<file path="config.mk">
export PLATFORM = sky130hd
export DESIGN_NAME = sbus_frame_decoder_unit_flat
export DESIGN_NICKNAME = d
export VERILOG_FILES = /design/src/rtl/sfd_pkg.sv /design/src/rtl/sfd_in_if.sv /design/src/rtl/sfd_out_if.sv /design/src/rtl/sfd_cfg_if.sv /design/src/rtl/sfd_cfg_regs.sv /design/src/rtl/sfd_frame_capture.sv /design/src/rtl/sfd_channel_decode.sv /design/src/rtl/sbus_frame_decoder_unit.sv /design/src/flat_wrapper.sv
export VERILOG_INCLUDE_DIRS = /design/src /design/src/rtl
export SDC_FILE = /design/constraint.sdc
export NUM_CORES = 1
export LEC_CHECK = 0
export ABC_AREA = 1
export BUFFER_PORTS_ARGS = -buffer_cell sky130_fd_sc_hd__buf_2
export CORE_MARGIN = 2
export CORE_UTILIZATION = 25
export DETAILED_ROUTE_END_ITERATION = 8
export PLACE_DENSITY = 0.41
export SLEW_MARGIN = 10
export SYNTH_ARGS = -nofsm -noshare
export SYNTH_HDL_FRONTEND = slang
export SYNTH_HIERARCHICAL = 1
export SYNTH_SLANG_ARGS = --single-unit
export TNS_END_PERCENT = 10
</file>
<file path="constraint.sdc">
create_clock -name clk -period 5.5 [get_ports clk]
set_clock_uncertainty 0.1 [all_clocks]
set_input_delay 0.55 -clock clk [delete_from_list [all_inputs] [get_ports clk]]
set_output_delay 0.55 -clock clk [all_outputs]
set_load 0.005 [all_outputs]
</file>
<file path="src/rtl/assert_macros.svh">
// assertion macros for the rtl files (included by the top level)
`ifndef ASSERT_MACROS_SVH
`define ASSERT_MACROS_SVH

`ifndef SYNTHESIS

// clocked assertion, disabled while reset is active
`define SFD_ASSERT_CLK(lbl, clk, rst_n, prop, msg) \
  lbl: assert property (@(posedge clk) disable iff (!rst_n) prop) else $error(msg);

// clocked assertion, also checked during reset
`define SFD_ASSERT_CLK_ALWAYS(lbl, clk, prop, msg) \
  lbl: assert property (@(posedge clk) prop) else $error(msg);

`else

`define SFD_ASSERT_CLK(lbl, clk, rst_n, prop, msg)
`define SFD_ASSERT_CLK_ALWAYS(lbl, clk, prop, msg)

`endif

`endif

</file>
<file path="src/rtl/sfd_pkg.sv">
// types, constants and codes of the sbus frame decoder
`timescale 1ns / 1ps

package sfd_pkg;

  localparam int unsigned ByteW      = 8;
  localparam int unsigned ChanW      = 11;
  localparam int unsigned StickW     = 12;
  localparam int unsigned StoreDepth = 24;
  localparam int unsigned IdxW       = 5;
  localparam int unsigned NumSticks  = 6;
  localparam int unsigned NumLevers  = 4;
  localparam int unsigned CfgIdxW    = 3;
  localparam int unsigned CfgDataW   = 11;

  localparam logic [IdxW-1:0] IdxLast    = 5'd24;
  localparam logic [IdxW-1:0] IdxNoFrame = 5'd25;
  localparam logic [IdxW-1:0] IdxFirst   = 5'd1;

  localparam logic [StickW-1:0] Center = 12'd1024;

  // register reset values
  localparam logic [7:0]         HeaderReset  = 8'd15;
  localparam logic [7:0]         TrailerReset = 8'd0;
  localparam logic [10:0]        MaxMagReset  = 11'd660;
  localparam logic [9:0]         DeadReset    = 10'd10;
  localparam logic signed [10:0] OffsetReset  = 11'sd94;

  // register indexes
  typedef enum logic [CfgIdxW-1:0] {
    REG_HEADER   = 3'd0,
    REG_TRAILER  = 3'd1,
    REG_MAX_MAG  = 3'd2,
    REG_DEAD     = 3'd3,
    REG_OFFSET   = 3'd4
  } reg_idx_t;

  typedef enum logic [1:0] {
    STATUS_ACCEPTED     = 2'd0,
    STATUS_BAD_FRAMING  = 2'd1,
    STATUS_OUT_OF_RANGE = 2'd2
  } status_t;

  typedef logic [ByteW-1:0]         byte_t;
  typedef logic signed [StickW-1:0] stick_t;
  typedef logic [ChanW-1:0]         lever_t;
  typedef byte_t [StoreDepth-1:0]   frame_t;

  typedef struct packed {
    logic [7:0]         header_value;
    logic [7:0]         trailer_value;
    logic [10:0]        max_magnitude;
    logic [9:0]         dead_band;
    logic signed [10:0] third_offset;
  } cfg_t;

  typedef struct packed {
    logic at_last;     // next plain byte closes the frame
    logic frame_done;  // closing byte transferred this cycle
  } cap_status_t;

  typedef struct packed {
    stick_t [NumSticks-1:0] sticks;
    lever_t [NumLevers-1:0] levers;
    logic                   online;
    logic                   framing_ok;
    logic                   range_ok;
  } decode_t;

endpackage

</file>
<file path="src/rtl/sfd_in_if.sv">
// byte input channel
`timescale 1ns / 1ps

interface sfd_in_if;
  import sfd_pkg::*;

  logic  valid;
  logic  ready;
  byte_t rx_byte;
  logic  frame_start;

  modport source (output valid, output rx_byte, output frame_start, input ready);
  modport sink   (input valid, input rx_byte, input frame_start, output ready);
endinterface

</file>
<file path="src/rtl/sfd_out_if.sv">
// frame result channel
`timescale 1ns / 1ps

interface sfd_out_if;
  import sfd_pkg::*;

  logic        valid;
  logic        ready;
  stick_t      stick_one;
  stick_t      stick_two;
  stick_t      stick_three;
  stick_t      stick_four;
  stick_t      knob_one;
  stick_t      knob_two;
  lever_t      lever_one;
  lever_t      lever_two;
  lever_t      lever_three;
  lever_t      lever_four;
  logic        link_online;
  logic [1:0]  frame_status;

  modport source (
    output valid, input ready,
    output stick_one, output stick_two, output stick_three, output stick_four,
    output knob_one, output knob_two,
    output lever_one, output lever_two, output lever_three, output lever_four,
    output link_online, output frame_status
  );
  modport sink (
    input valid, output ready,
    input stick_one, input stick_two, input stick_three, input stick_four,
    input knob_one, input knob_two,
    input lever_one, input lever_two, input lever_three, input lever_four,
    input link_online, input frame_status
  );
endinterface

</file>
<file path="src/rtl/sfd_cfg_if.sv">
// configuration write channel
`timescale 1ns / 1ps

interface sfd_cfg_if;
  import sfd_pkg::*;

  logic                valid;
  logic                ready;
  logic [CfgIdxW-1:0]  reg_index;
  logic [CfgDataW-1:0] wr_data;

  modport source (output valid, output reg_index, output wr_data, input ready);
  modport sink   (input valid, input reg_index, input wr_data, output ready);
endinterface

</file>
<file path="src/rtl/sfd_cfg_regs.sv">
// configuration register file
`timescale 1ns / 1ps

module sfd_cfg_regs (
  input  logic           clk,
  input  logic           rst_n,
  sfd_cfg_if.sink        cfg_ch,
  output sfd_pkg::cfg_t  cfg
);
  import sfd_pkg::*;

  cfg_t cfg_r;
  cfg_t cfg_nxt;

  assign cfg_ch.ready = 1'b1;
  assign cfg          = cfg_r;

  always_comb begin
    cfg_nxt = cfg_r;
    if (cfg_ch.valid) begin
      unique case (cfg_ch.reg_index)
        REG_HEADER:  cfg_nxt.header_value  = cfg_ch.wr_data[7:0];
        REG_TRAILER: cfg_nxt.trailer_value = cfg_ch.wr_data[7:0];
        REG_MAX_MAG: cfg_nxt.max_magnitude = cfg_ch.wr_data[10:0];
        REG_DEAD:    cfg_nxt.dead_band     = cfg_ch.wr_data[9:0];
        REG_OFFSET:  cfg_nxt.third_offset  = $signed(cfg_ch.wr_data[10:0]);
        default:     cfg_nxt = cfg_r;  // unmapped index
      endcase
    end
  end

  always_ff @(posedge clk) begin
    if (!rst_n) begin
      cfg_r.header_value  <= HeaderReset;
      cfg_r.trailer_value <= TrailerReset;
      cfg_r.max_magnitude <= MaxMagReset;
      cfg_r.dead_band     <= DeadReset;
      cfg_r.third_offset  <= OffsetReset;
    end else begin
      cfg_r <= cfg_nxt;
    end
  end

endmodule

</file>
<file path="src/rtl/sfd_frame_capture.sv">
// byte counter and frame byte store
`timescale 1ns / 1ps

module sfd_frame_capture (
  input  logic                 clk,
  input  logic                 rst_n,
  input  logic                 accept,
  input  sfd_pkg::byte_t       rx_byte,
  input  logic                 frame_start,
  output sfd_pkg::frame_t      frame,
  output sfd_pkg::cap_status_t cap
);
  import sfd_pkg::*;

  logic [IdxW-1:0] idx_r;
  logic [IdxW-1:0] idx_nxt;
  frame_t          store_r;
  logic            wr_en;
  logic [IdxW-1:0] wr_idx;

  assign cap.at_last    = (idx_r == IdxLast);
  assign cap.frame_done = accept && !frame_start && (idx_r == IdxLast);
  assign frame          = store_r;

  always_comb begin
    idx_nxt = idx_r;
    wr_en   = 1'b0;
    wr_idx  = idx_r;
    if (accept) begin
      if (frame_start) begin
        wr_en   = 1'b1;
        wr_idx  = '0;
        idx_nxt = IdxFirst;
      end else if (idx_r < IdxLast) begin
        wr_en   = 1'b1;
        idx_nxt = idx_r + IdxFirst;
      end else if (idx_r == IdxLast) begin
        idx_nxt = IdxNoFrame;  // trailer byte is decoded, not stored
      end
    end
  end

  always_ff @(posedge clk) begin
    if (!rst_n) begin
      idx_r <= IdxNoFrame;
    end else begin
      idx_r <= idx_nxt;
    end
  end

  always_ff @(posedge clk) begin
    if (wr_en) begin
      store_r[wr_idx] <= rx_byte;
    end
  end

endmodule

</file>
<file path="src/rtl/sfd_channel_decode.sv">
// channel unpack, centring, trim, deadband and range check, plus framing and online flags
`timescale 1ns / 1ps

module sfd_channel_decode (
  input  sfd_pkg::frame_t  frame,
  input  sfd_pkg::byte_t   trailer,
  input  sfd_pkg::cfg_t    cfg,
  output sfd_pkg::decode_t dec
);
  import sfd_pkg::*;

  lever_t [NumSticks-1:0]  raw;
  stick_t [NumSticks-1:0]  centred;
  logic   [StickW-1:0]     mag    [NumSticks];
  logic   [NumSticks-1:0]  in_dead;
  logic   [NumSticks-1:0]  lane_ok;
  stick_t                  trim;

  assign raw[0] = {frame[2][2:0], frame[1]};
  assign raw[1] = {frame[3][5:0], frame[2][7:3]};
  assign raw[2] = {frame[5][0],   frame[4], frame[3][7:6]};
  assign raw[3] = {frame[6][3:0], frame[5][7:1]};
  assign raw[4] = {frame[7][6:0], frame[6][7:4]};
  assign raw[5] = {frame[9][1:0], frame[8], frame[7][7]};

  assign dec.levers[0] = {frame[10][4:0], frame[9][7:2]};
  assign dec.levers[1] = {frame[11],      frame[10][7:5]};
  assign dec.levers[2] = {frame[13][2:0], frame[12]};
  assign dec.levers[3] = {frame[14][5:0], frame[13][7:3]};

  assign dec.online     = (frame[23][3:2] == 2'b00);
  assign dec.framing_ok = (frame[0] == cfg.header_value) && (trailer == cfg.trailer_value);

  assign trim = {cfg.third_offset[10], cfg.third_offset};

  always_comb begin
    for (int k = 0; k < NumSticks; k++) begin
      centred[k] = $signed({1'b0, raw[k]} - Center);
      if (k == 2) begin
        centred[k] = centred[k] + trim;
      end
      mag[k]     = centred[k][StickW-1] ? (~centred[k] + 12'd1) : centred[k];
      in_dead[k] = (mag[k] <= {2'b00, cfg.dead_band});
      lane_ok[k] = in_dead[k] || (mag[k] <= {1'b0, cfg.max_magnitude});
      dec.sticks[k] = in_dead[k] ? '0 : centred[k];
    end
  end

  assign dec.range_ok = &lane_ok;

endmodule

</file>
<file path="src/rtl/sbus_frame_decoder_unit.sv">
// top level of the sbus frame decoder
//
//  channel  | dir | payload                                          | transfer when
//  ---------+-----+--------------------------------------------------+------------------
//  in_ch    | in  | rx_byte[7:0], frame_start                        | valid && ready
//  out_ch   | out | 6 sticks/knobs, 4 levers, link_online, status    | valid && ready
//  cfg_ch   | in  | reg_index[2:0], wr_data[10:0]                    | valid (ready = 1)
//
// one byte is taken per cycle unless stalled; the frame store and byte counter
// are the input registers, the closing byte is decoded in the same cycle, the
// result is shown the next cycle from the published snapshot and status register
// reset (rst_n low, synchronous) closes any open frame, zeroes the snapshot
// and loads the register defaults; the frame store itself is not cleared
// a waiting result stalls any byte that arrives while the open frame lacks
// only its closing byte (a restart included); other bytes keep flowing, and
// the stalled byte goes through in the cycle the waiting result is taken
`timescale 1ns / 1ps
`include "assert_macros.svh"

module sbus_frame_decoder_unit (
  input  logic      clk,
  input  logic      rst_n,
  sfd_in_if.sink    in_ch,
  sfd_out_if.source out_ch,
  sfd_cfg_if.sink   cfg_ch
);
  import sfd_pkg::*;

  cfg_t        cfg;
  frame_t      frame;
  cap_status_t cap;
  decode_t     dec;
  logic        in_accept;
  logic        done_fire;

  // published snapshot and result status
  stick_t [NumSticks-1:0] pub_sticks_r;
  lever_t [NumLevers-1:0] pub_levers_r;
  logic                   pub_online_r;
  status_t                status_r;
  status_t                status_nxt;
  logic                   out_valid_r;
  logic                   publish;

  sfd_cfg_regs u_cfg (
    .clk    (clk),
    .rst_n  (rst_n),
    .cfg_ch (cfg_ch),
    .cfg    (cfg)
  );

  // only the closing byte needs room in the result register
  assign in_ch.ready = !cap.at_last || !out_valid_r || out_ch.ready;
  assign in_accept   = in_ch.valid && in_ch.ready;

  sfd_frame_capture u_cap (
    .clk         (clk),
    .rst_n       (rst_n),
    .accept      (in_accept),
    .rx_byte     (in_ch.rx_byte),
    .frame_start (in_ch.frame_start),
    .frame       (frame),
    .cap         (cap)
  );

  // trailer byte comes straight off the input channel
  sfd_channel_decode u_dec (
    .frame   (frame),
    .trailer (in_ch.rx_byte),
    .cfg     (cfg),
    .dec     (dec)
  );

  assign done_fire = cap.frame_done;
  assign publish   = done_fire && dec.framing_ok && dec.range_ok;

  // bad framing wins over out of range
  always_comb begin
    if (!dec.framing_ok) begin
      status_nxt = STATUS_BAD_FRAMING;
    end else if (!dec.range_ok) begin
      status_nxt = STATUS_OUT_OF_RANGE;
    end else begin
      status_nxt = STATUS_ACCEPTED;
    end
  end

  always_ff @(posedge clk) begin
    if (!rst_n) begin
      pub_sticks_r <= '0;
      pub_levers_r <= '0;
      pub_online_r <= 1'b0;
      out_valid_r  <= 1'b0;
      status_r     <= STATUS_ACCEPTED;
    end else begin
      if (publish) begin
        pub_sticks_r <= dec.sticks;
        pub_levers_r <= dec.levers;
        pub_online_r <= dec.online;
      end
      if (done_fire) begin
        status_r    <= status_nxt;
        out_valid_r <= 1'b1;
      end else if (out_ch.ready) begin
        out_valid_r <= 1'b0;
      end
    end
  end

  // the snapshot only moves when a closing byte is taken, which is held
  // back while a result waits, so it doubles as the output register
  assign out_ch.valid        = out_valid_r;
  assign out_ch.stick_one    = pub_sticks_r[0];
  assign out_ch.stick_two    = pub_sticks_r[1];
  assign out_ch.stick_three  = pub_sticks_r[2];
  assign out_ch.stick_four   = pub_sticks_r[3];
  assign out_ch.knob_one     = pub_sticks_r[4];
  assign out_ch.knob_two     = pub_sticks_r[5];
  assign out_ch.lever_one    = pub_levers_r[0];
  assign out_ch.lever_two    = pub_levers_r[1];
  assign out_ch.lever_three  = pub_levers_r[2];
  assign out_ch.lever_four   = pub_levers_r[3];
  assign out_ch.link_online  = pub_online_r;
  assign out_ch.frame_status = status_r;

  // a new result never overwrites one that is still waiting
  `SFD_ASSERT_CLK(a_no_overwrite, clk, rst_n, done_fire |-> (!out_valid_r || out_ch.ready), "result overwritten while waiting")
  // every closed frame shows a result the next cycle
  `SFD_ASSERT_CLK(a_done_shows, clk, rst_n, done_fire |=> out_valid_r, "closed frame gave no result")
  // snapshot stays put unless a frame is closed
  `SFD_ASSERT_CLK(a_snap_hold, clk, rst_n, !done_fire |=> ($stable(pub_sticks_r) && $stable(pub_levers_r) && $stable(pub_online_r)), "snapshot changed without a frame")
  // closing a frame leaves no frame open
  `SFD_ASSERT_CLK(a_frame_closed, clk, rst_n, done_fire |=> !cap.at_last, "frame still open after closing byte")

endmodule

</file>
<file path="src/flat_wrapper.sv">
// flat-port wrapper written by rule: the top's interface ports become plain ports
module sbus_frame_decoder_unit_flat import sfd_pkg::*;
  (clk, rst_n, in_ch_valid, in_ch_rx_byte, in_ch_frame_start, in_ch_ready, out_ch_valid, out_ch_ready, out_ch_stick_one, out_ch_stick_two, out_ch_stick_three, out_ch_stick_four, out_ch_knob_one, out_ch_knob_two, out_ch_lever_one, out_ch_lever_two, out_ch_lever_three, out_ch_lever_four, out_ch_link_online, out_ch_frame_status, cfg_ch_valid, cfg_ch_reg_index, cfg_ch_wr_data, cfg_ch_ready);
  sfd_in_if in_ch_i ();
  sfd_out_if out_ch_i ();
  sfd_cfg_if cfg_ch_i ();
  input  logic clk;
  input  logic rst_n;
  input wire logic [$bits(in_ch_i.valid)-1:0] in_ch_valid;
  input wire logic [$bits(in_ch_i.rx_byte)-1:0] in_ch_rx_byte;
  input wire logic [$bits(in_ch_i.frame_start)-1:0] in_ch_frame_start;
  output wire logic [$bits(in_ch_i.ready)-1:0] in_ch_ready;
  output wire logic [$bits(out_ch_i.valid)-1:0] out_ch_valid;
  input wire logic [$bits(out_ch_i.ready)-1:0] out_ch_ready;
  output wire logic [$bits(out_ch_i.stick_one)-1:0] out_ch_stick_one;
  output wire logic [$bits(out_ch_i.stick_two)-1:0] out_ch_stick_two;
  output wire logic [$bits(out_ch_i.stick_three)-1:0] out_ch_stick_three;
  output wire logic [$bits(out_ch_i.stick_four)-1:0] out_ch_stick_four;
  output wire logic [$bits(out_ch_i.knob_one)-1:0] out_ch_knob_one;
  output wire logic [$bits(out_ch_i.knob_two)-1:0] out_ch_knob_two;
  output wire logic [$bits(out_ch_i.lever_one)-1:0] out_ch_lever_one;
  output wire logic [$bits(out_ch_i.lever_two)-1:0] out_ch_lever_two;
  output wire logic [$bits(out_ch_i.lever_three)-1:0] out_ch_lever_three;
  output wire logic [$bits(out_ch_i.lever_four)-1:0] out_ch_lever_four;
  output wire logic [$bits(out_ch_i.link_online)-1:0] out_ch_link_online;
  output wire logic [$bits(out_ch_i.frame_status)-1:0] out_ch_frame_status;
  input wire logic [$bits(cfg_ch_i.valid)-1:0] cfg_ch_valid;
  input wire logic [$bits(cfg_ch_i.reg_index)-1:0] cfg_ch_reg_index;
  input wire logic [$bits(cfg_ch_i.wr_data)-1:0] cfg_ch_wr_data;
  output wire logic [$bits(cfg_ch_i.ready)-1:0] cfg_ch_ready;
  assign in_ch_i.valid = in_ch_valid;
  assign in_ch_i.rx_byte = in_ch_rx_byte;
  assign in_ch_i.frame_start = in_ch_frame_start;
  assign in_ch_ready = in_ch_i.ready;
  assign out_ch_valid = out_ch_i.valid;
  assign out_ch_i.ready = out_ch_ready;
  assign out_ch_stick_one = out_ch_i.stick_one;
  assign out_ch_stick_two = out_ch_i.stick_two;
  assign out_ch_stick_three = out_ch_i.stick_three;
  assign out_ch_stick_four = out_ch_i.stick_four;
  assign out_ch_knob_one = out_ch_i.knob_one;
  assign out_ch_knob_two = out_ch_i.knob_two;
  assign out_ch_lever_one = out_ch_i.lever_one;
  assign out_ch_lever_two = out_ch_i.lever_two;
  assign out_ch_lever_three = out_ch_i.lever_three;
  assign out_ch_lever_four = out_ch_i.lever_four;
  assign out_ch_link_online = out_ch_i.link_online;
  assign out_ch_frame_status = out_ch_i.frame_status;
  assign cfg_ch_i.valid = cfg_ch_valid;
  assign cfg_ch_i.reg_index = cfg_ch_reg_index;
  assign cfg_ch_i.wr_data = cfg_ch_wr_data;
  assign cfg_ch_ready = cfg_ch_i.ready;
  sbus_frame_decoder_unit u_core (.clk(clk), .rst_n(rst_n), .in_ch(in_ch_i), .out_ch(out_ch_i), .cfg_ch(cfg_ch_i));
endmodule
</file>
==> summary.md, run 1 <==
| Metric | Value |
|---|---|
| Commonest non-fill, non-tap cells in the layout | nand2_1 (542), nor2_1 (474), inv_1 (312) |
| CTS Buf Count | 37 |
| Endpoints failing hold | 0 |
| Hold Path End | u_core/u_cfg/cfg[6] |
| Clock tree buffer depth | 3 |
| Vias in the first global route | 13600 |
| Hold Crit Class | in -> reg |
| Synth Warn # | 6 |
| Tmin final | 5.11 ns |
| Crit. End Element | register |
| Mapped Nets | 2445 |
| RSZ-0062 raised after global routing | no |
| First DRT Iteration DRCs | 859 |
| Setup WS pre-CTS | 0.451 ns |
| Final worst slack | 0.386 ns |
| # IOs | 150 |
| Setup TNS | 0 ns |
| Critical Path RT | 5.85 ns |
| Hold Crit Depth | 3 |
| Clk root buf | clkbuf_16 |
| First-pass GRT wire length | 80100 um |
| Std cell rows | 95 |
| Largest net degree at the start of global routing | 138 |
| GRT Total Usage | 15.0% |
| Hold path start | cfg_ch_wr_data[6] |
| Average cell area after synthesis | 7.50 um2 |
| Register Area | 0.00707 mm2 |
| # fillers | 7245 |
| Status | finished clean |
| Placed instance count | 3186 |
| Worst-Skew Late Latency | 0.58 ns |
| Post-DRT Antenna Nets | 0 |
| Commonest non-fill, non-tap cell in the layout | nand2_1 |
| Die area | 0.0699 mm2 |
| Critical path class | reg -> reg |
| Data arrival, critical path | 5.46 ns |
| Area growth, synth to finish | 14.9% |
| Max Cap Viol | 0 |
| Post-DP HPWL | 37600 um |
| Postcts setup bufs | 0 |
| CTS resizes | 0 |
| Drt wl/cell | 16.3 um |
| Inserted Diodes | 0 |
| Initial Utilization | 25.3% |
| FF-to-FF Start | u_core/u_cap/frame[31] |
| Gp weighted congestion | 0.844 |
| Total power | 5.22 mW |
| Non-Filler Instances | 3253 |
| Max-slew headroom | 17.8% |
| R2R Path End | u_core/out_ch.knob_one[3] |
| Final Slew Violations | 0 |
| CTS hold repair buffers | 0 |
| Max Fanout on Critical Path | 137 |
| F_max | 0.196 GHz |
| Layout Nets | 2536 |
| Crit-path slowest cell | a21oi_1 |
| Maximum vdd drop | 0.205 mV |
| Share of cells above drive strength 1 | 11.1% |
| Crit-path max cell delay | 0.49 ns |
| Cell Area, Synth | 0.0170 mm2 |
| Flop2flop setup slack | 0.39 ns |
| Average vias per placed instance | 4.26 |
| Setup-failing EPs final | 0 |
| Startpoint types | register |
| DRT Pass-1 Iters | 5 |
| Die height | 264 um |
| DRC | 0 |
| R2R depth | 25 |
| Worst slew pin tran | 1.23 ns |
| H-tree depth | 2 |
| Syn Inst Count | 2261 |
| Die W | 264 um |
| Clk slew on worst S/H paths | 0.06 ns |
| Final WL | 53000 um |
| Core area | 0.0672 mm2 |
| Util after Layout | 29.0% |
| CTS sink cnt | 293 |
| Footprint of the multi-input gates | 0.00803 mm2 |
| CTS tree | built |
| Grt ovf | 0 |
| Final Cycle Share | 93.0% |
| Pwr/cell area | 268 mW/mm2 |
| Initial antenna violation count | 3 |
| Vias | 13900 |
| Leak pwr | 9.88 nW |
| Port Buffers | 148 |
[cell type report]
cell class	instances	area share, %
clock buffer	52	5.25
clock inverter	15	1.14
inverter	320	6.18
multi-input combinational	1541	41.2
sequential	293	36.3
tap	873	5.61
timing repair buffer	159	4.32
[flip-flops by register name, indices dropped and copies added, names as in the netlist, 12 cells and up]
name                       cells
u_core/out_ch.stick_one       12
u_core/out_ch.stick_four      12
u_core/u_cap/frame           120
u_core/out_ch.knob_one        12
u_core/out_ch.knob_two        12
u_core/out_ch.stick_two       12
u_core/u_cfg/cfg              48
u_core/out_ch.stick_three     12
[layer usage]
metal	track usage [%]	share of wire, %
met2	25.4	47
met3	2.85	4.3
met5	0	0
met4	5.45	3.4
met1	18.9	46
[critical path, delay by kind of cell, from the launching register on]
family	cells	cell delay, ns
compound gates	4	0.93
xor+xnor	1	0.14
fa+ha+maj	4	1.17
buf+inv	4	0.62
flops	1	0.37
simple gates	12	1.57
[how the worst max path moves through the flow]
stage | startpoint | to | slack [ns] | cells past startpoint
after floorplan | u_core/u_cap/frame[31] | u_core/out_ch.knob_one[11] | 1.37 | 24
after global placement | u_core/u_cap/frame[31] | u_core/out_ch.knob_one[3] | 0.47 | 27
after detailed placement | u_core/u_cap/frame[31] | u_core/out_ch.knob_one[3] | 0.45 | 25
after CTS | u_core/u_cap/frame[31] | u_core/out_ch.knob_one[3] | 0.42 | 25
after global routing | u_core/u_cap/frame[31] | u_core/out_ch.knob_one[3] | 0.002 | 25
final | u_core/u_cap/frame[31] | u_core/out_ch.knob_one[3] | 0.39 | 25
[power breakdown]
group          switching, mW  total (mW)  internal [mW]  leakage (nW)
Sequential            0.0160        2.30           2.28          2.48
Clock                   1.02        2.48           1.46         0.602
Combinational          0.311       0.443          0.132          6.80
[metrics by stage]
stage	area, um2	hold WS (ns)
floorplan	17000	0.329
global placement	18200	0.345
detailed placement	18200	0.348
CTS	19500	0.0698
global route	19500	0.104
finish	19500	0.110
Power figures use the tool's default switching activity.
==> inputs of run 2 (changes only) <==
--- a/config.mk
+++ b/config.mk
@@ -11,5 +11,5 @@
 export CORE_MARGIN = 2
-export CORE_UTILIZATION = 25
+export CORE_UTILIZATION = 50
 export DETAILED_ROUTE_END_ITERATION = 8
-export PLACE_DENSITY = 0.41
+export PLACE_DENSITY = 0.69
 export SLEW_MARGIN = 10
==> constraint.sdc (replaced) <==
create_clock -name clk -period 5.5 [get_ports clk]
set_clock_uncertainty 0.1 [all_clocks]
set_input_delay 0.275 -clock clk [delete_from_list [all_inputs] [get_ports clk]]
set_output_delay 0.275 -clock clk [all_outputs]
set_load 0.005 [all_outputs]
==> summary.md, run 2 (synthesized netlist as in run 1, its figures left out) <==
| Metric | Value |
|---|---|
| Leak pwr | 9.82 nW |
| # fillers | 3096 |
| Setup-failing EPs final | 0 |
| Initial Utilization | 50.7% |
| Setup TNS | 0 ns |
| Max Cap Viol | 0 |
| Crit path to | u_core/out_ch.lever_four[2] |
| Data arrival, critical path | 5.18 ns |
| Layout Nets | 2540 |
| CTS tree | built |
| Flop2flop setup slack | 0.73 ns |
| Clock tree buffer depth | 3 |
| First-pass GRT wire length | 67400 um |
| Share of cells above drive strength 1 | 11.0% |
| Status | finished clean |
| Port Buffers | 148 |
| Drt wl/cell | 15.2 um |
| Total power | 4.82 mW |
| Die area | 0.0354 mm2 |
| FF-to-FF Start | u_core/u_cap/frame[31] |
| Setup WS pre-CTS | 0.829 ns |
| Die W | 188 um |
| First DRT Iteration DRCs | 1071 |
| Critical Path RT | 5.90 ns |
| Endpoints failing hold | 0 |
| Vias in the first global route | 13200 |
| Crit. End Element | register |
| Final WL | 43100 um |
| CTS resizes | 0 |
| Postcts setup bufs | 0 |
| R2R Path End | u_core/out_ch.lever_four[2] |
| Footprint of the multi-input gates | 0.00803 mm2 |
| Die height | 188 um |
| F_max | 0.209 GHz |
| Critical path class | reg -> reg |
| GRT Total Usage | 23.9% |
| Core area | 0.0334 mm2 |
| Hold Crit Class | in -> reg |
| Initial antenna violation count | 0 |
| H-tree depth | 1 |
| Final Slew Violations | 0 |
| Clk slew on worst S/H paths | 0.06 ns |
| Maximum vdd drop | 0.267 mV |
| Std cell rows | 67 |
| Pwr/cell area | 256 mW/mm2 |
| Commonest non-fill, non-tap cells in the layout | nand2_1 (542), nor2_1 (474), inv_1 (312) |
| Grt ovf | 0 |
| CTS Buf Count | 31 |
| Max-slew headroom | 28.2% |
| Number of flip-flops in the largest register | 120 |
| Critical Path Start | u_core/u_cap/frame[31] |
| Hold path start | rst_n |
| CTS hold repair buffers | 12 |
| Vias | 14100 |
| RSZ-0062 raised after global routing | no |
| Average vias per placed instance | 4.98 |
| Largest net degree at the start of global routing | 168 |
| Post-DP HPWL | 29900 um |
| Commonest non-fill, non-tap cell in the layout | nand2_1 |
| Final worst slack | 0.725 ns |
| R2R depth | 24 |
| Gp weighted congestion | 0.917 |
| Max Fanout on Critical Path | 167 |
| Final Cycle Share | 86.8% |
| Util after Layout | 56.3% |
| Register Area | 0.00707 mm2 |
| CTS sink cnt | 293 |
| Tmin final | 4.77 ns |
| Worst-Skew Late Latency | 0.57 ns |
| Clk root buf | clkbuf_16 |
| # IOs | 150 |
| Post-DRT Antenna Nets | 0 |
| Area growth, synth to finish | 11.1% |
| Worst slew pin tran | 1.07 ns |
| DRT Pass-1 Iters | 5 |
| Startpoint types | register |
| DRC | 0 |
[run 2: changes by cell type in the layout (fill, tap and decap cells not counted), sizes merged]
cell and change:
clkinvlp +2, clkinv -4, bufinv -1, diode +1, inv +3, clkbuf -9
dlygate4sd3 +12, buf -2
[run 2: layer usage]
layer | track usage [%] | part of all wire [%] | routed length [um]
met1 | 32.4 | 46 | 19800
met2 | 39.1 | 45 | 19500
met5 | 0 | 0 | 0
met3 | 2.84 | 5.6 | 2390
met4 | 9.39 | 3.2 | 1390
[run 2: worst min-delay path by stage]
stage	end	slack, ns	depth (start not counted)
after floorplan	u_core/u_cap/idx_r[4]	0.26	1
after global placement	u_core/u_cfg/cfg[12]	0.35	2
after detailed placement	u_core/out_ch.frame_status[1]	0.35	2
after CTS	u_core/u_cap/idx_r[0]	0.001	2
after global routing	u_core/u_cap/idx_r[4]	0.03	2
final	u_core/u_cap/idx_r[0]	0.02	2
[run 2: area by class of cell]
cell class / instances / share of cell area, %
Antenna cell: 1 / 0.0133
Clock buffer: 43 / 4.74
Clock inverter: 15 / 0.737
Inverter: 320 / 6.39
Multi-Input combinational cell: 1541 / 42.6
Sequential cell: 293 / 37.5
Tap cell: 448 / 2.98
Timing Repair Buffer: 169 / 5.01
[run 2: report_power, final]
group	switching (mW)	internal [mW]	total (mW)
combinational	0.294	0.137	0.432
clock	0.859	1.23	2.09
sequential	0.0161	2.28	2.30
[run 2: worst max-delay path, cell delays in order, from the launching register on]
cell and delay, ns:
edfxtp_1 0.37, ha_1 0.30, ha_1 0.19, inv_1 0.07
fa_1 0.58, nand3_1 0.12, nor2_1 0.12, nand3_1 0.10
nor2_1 0.15, a21oi_1 0.11, nor2_1 0.14, xnor2_1 0.13
inv_1 0.08, ha_1 0.29, nand2_1 0.07, nor4_1 0.28
a21oi_1 0.07, a21oi_1 0.15, nand2_2 0.08, a21oi_1 0.29
nand3_4 0.12, buf_12 0.23, nand2_1 0.17, nand2_1 0.08
nor2_1 0.14
[run 2: stage by stage]
step	std cells	instance area (um2)	hold slack [ns]
final	2830	18800	0.0161
after global routing	2829	18800	0.0298
after CTS	2829	18800	0.00124
after detailed placement	2759	17700	0.354
after global placement	2759	17700	0.349
after floorplan	2261	17000	0.259
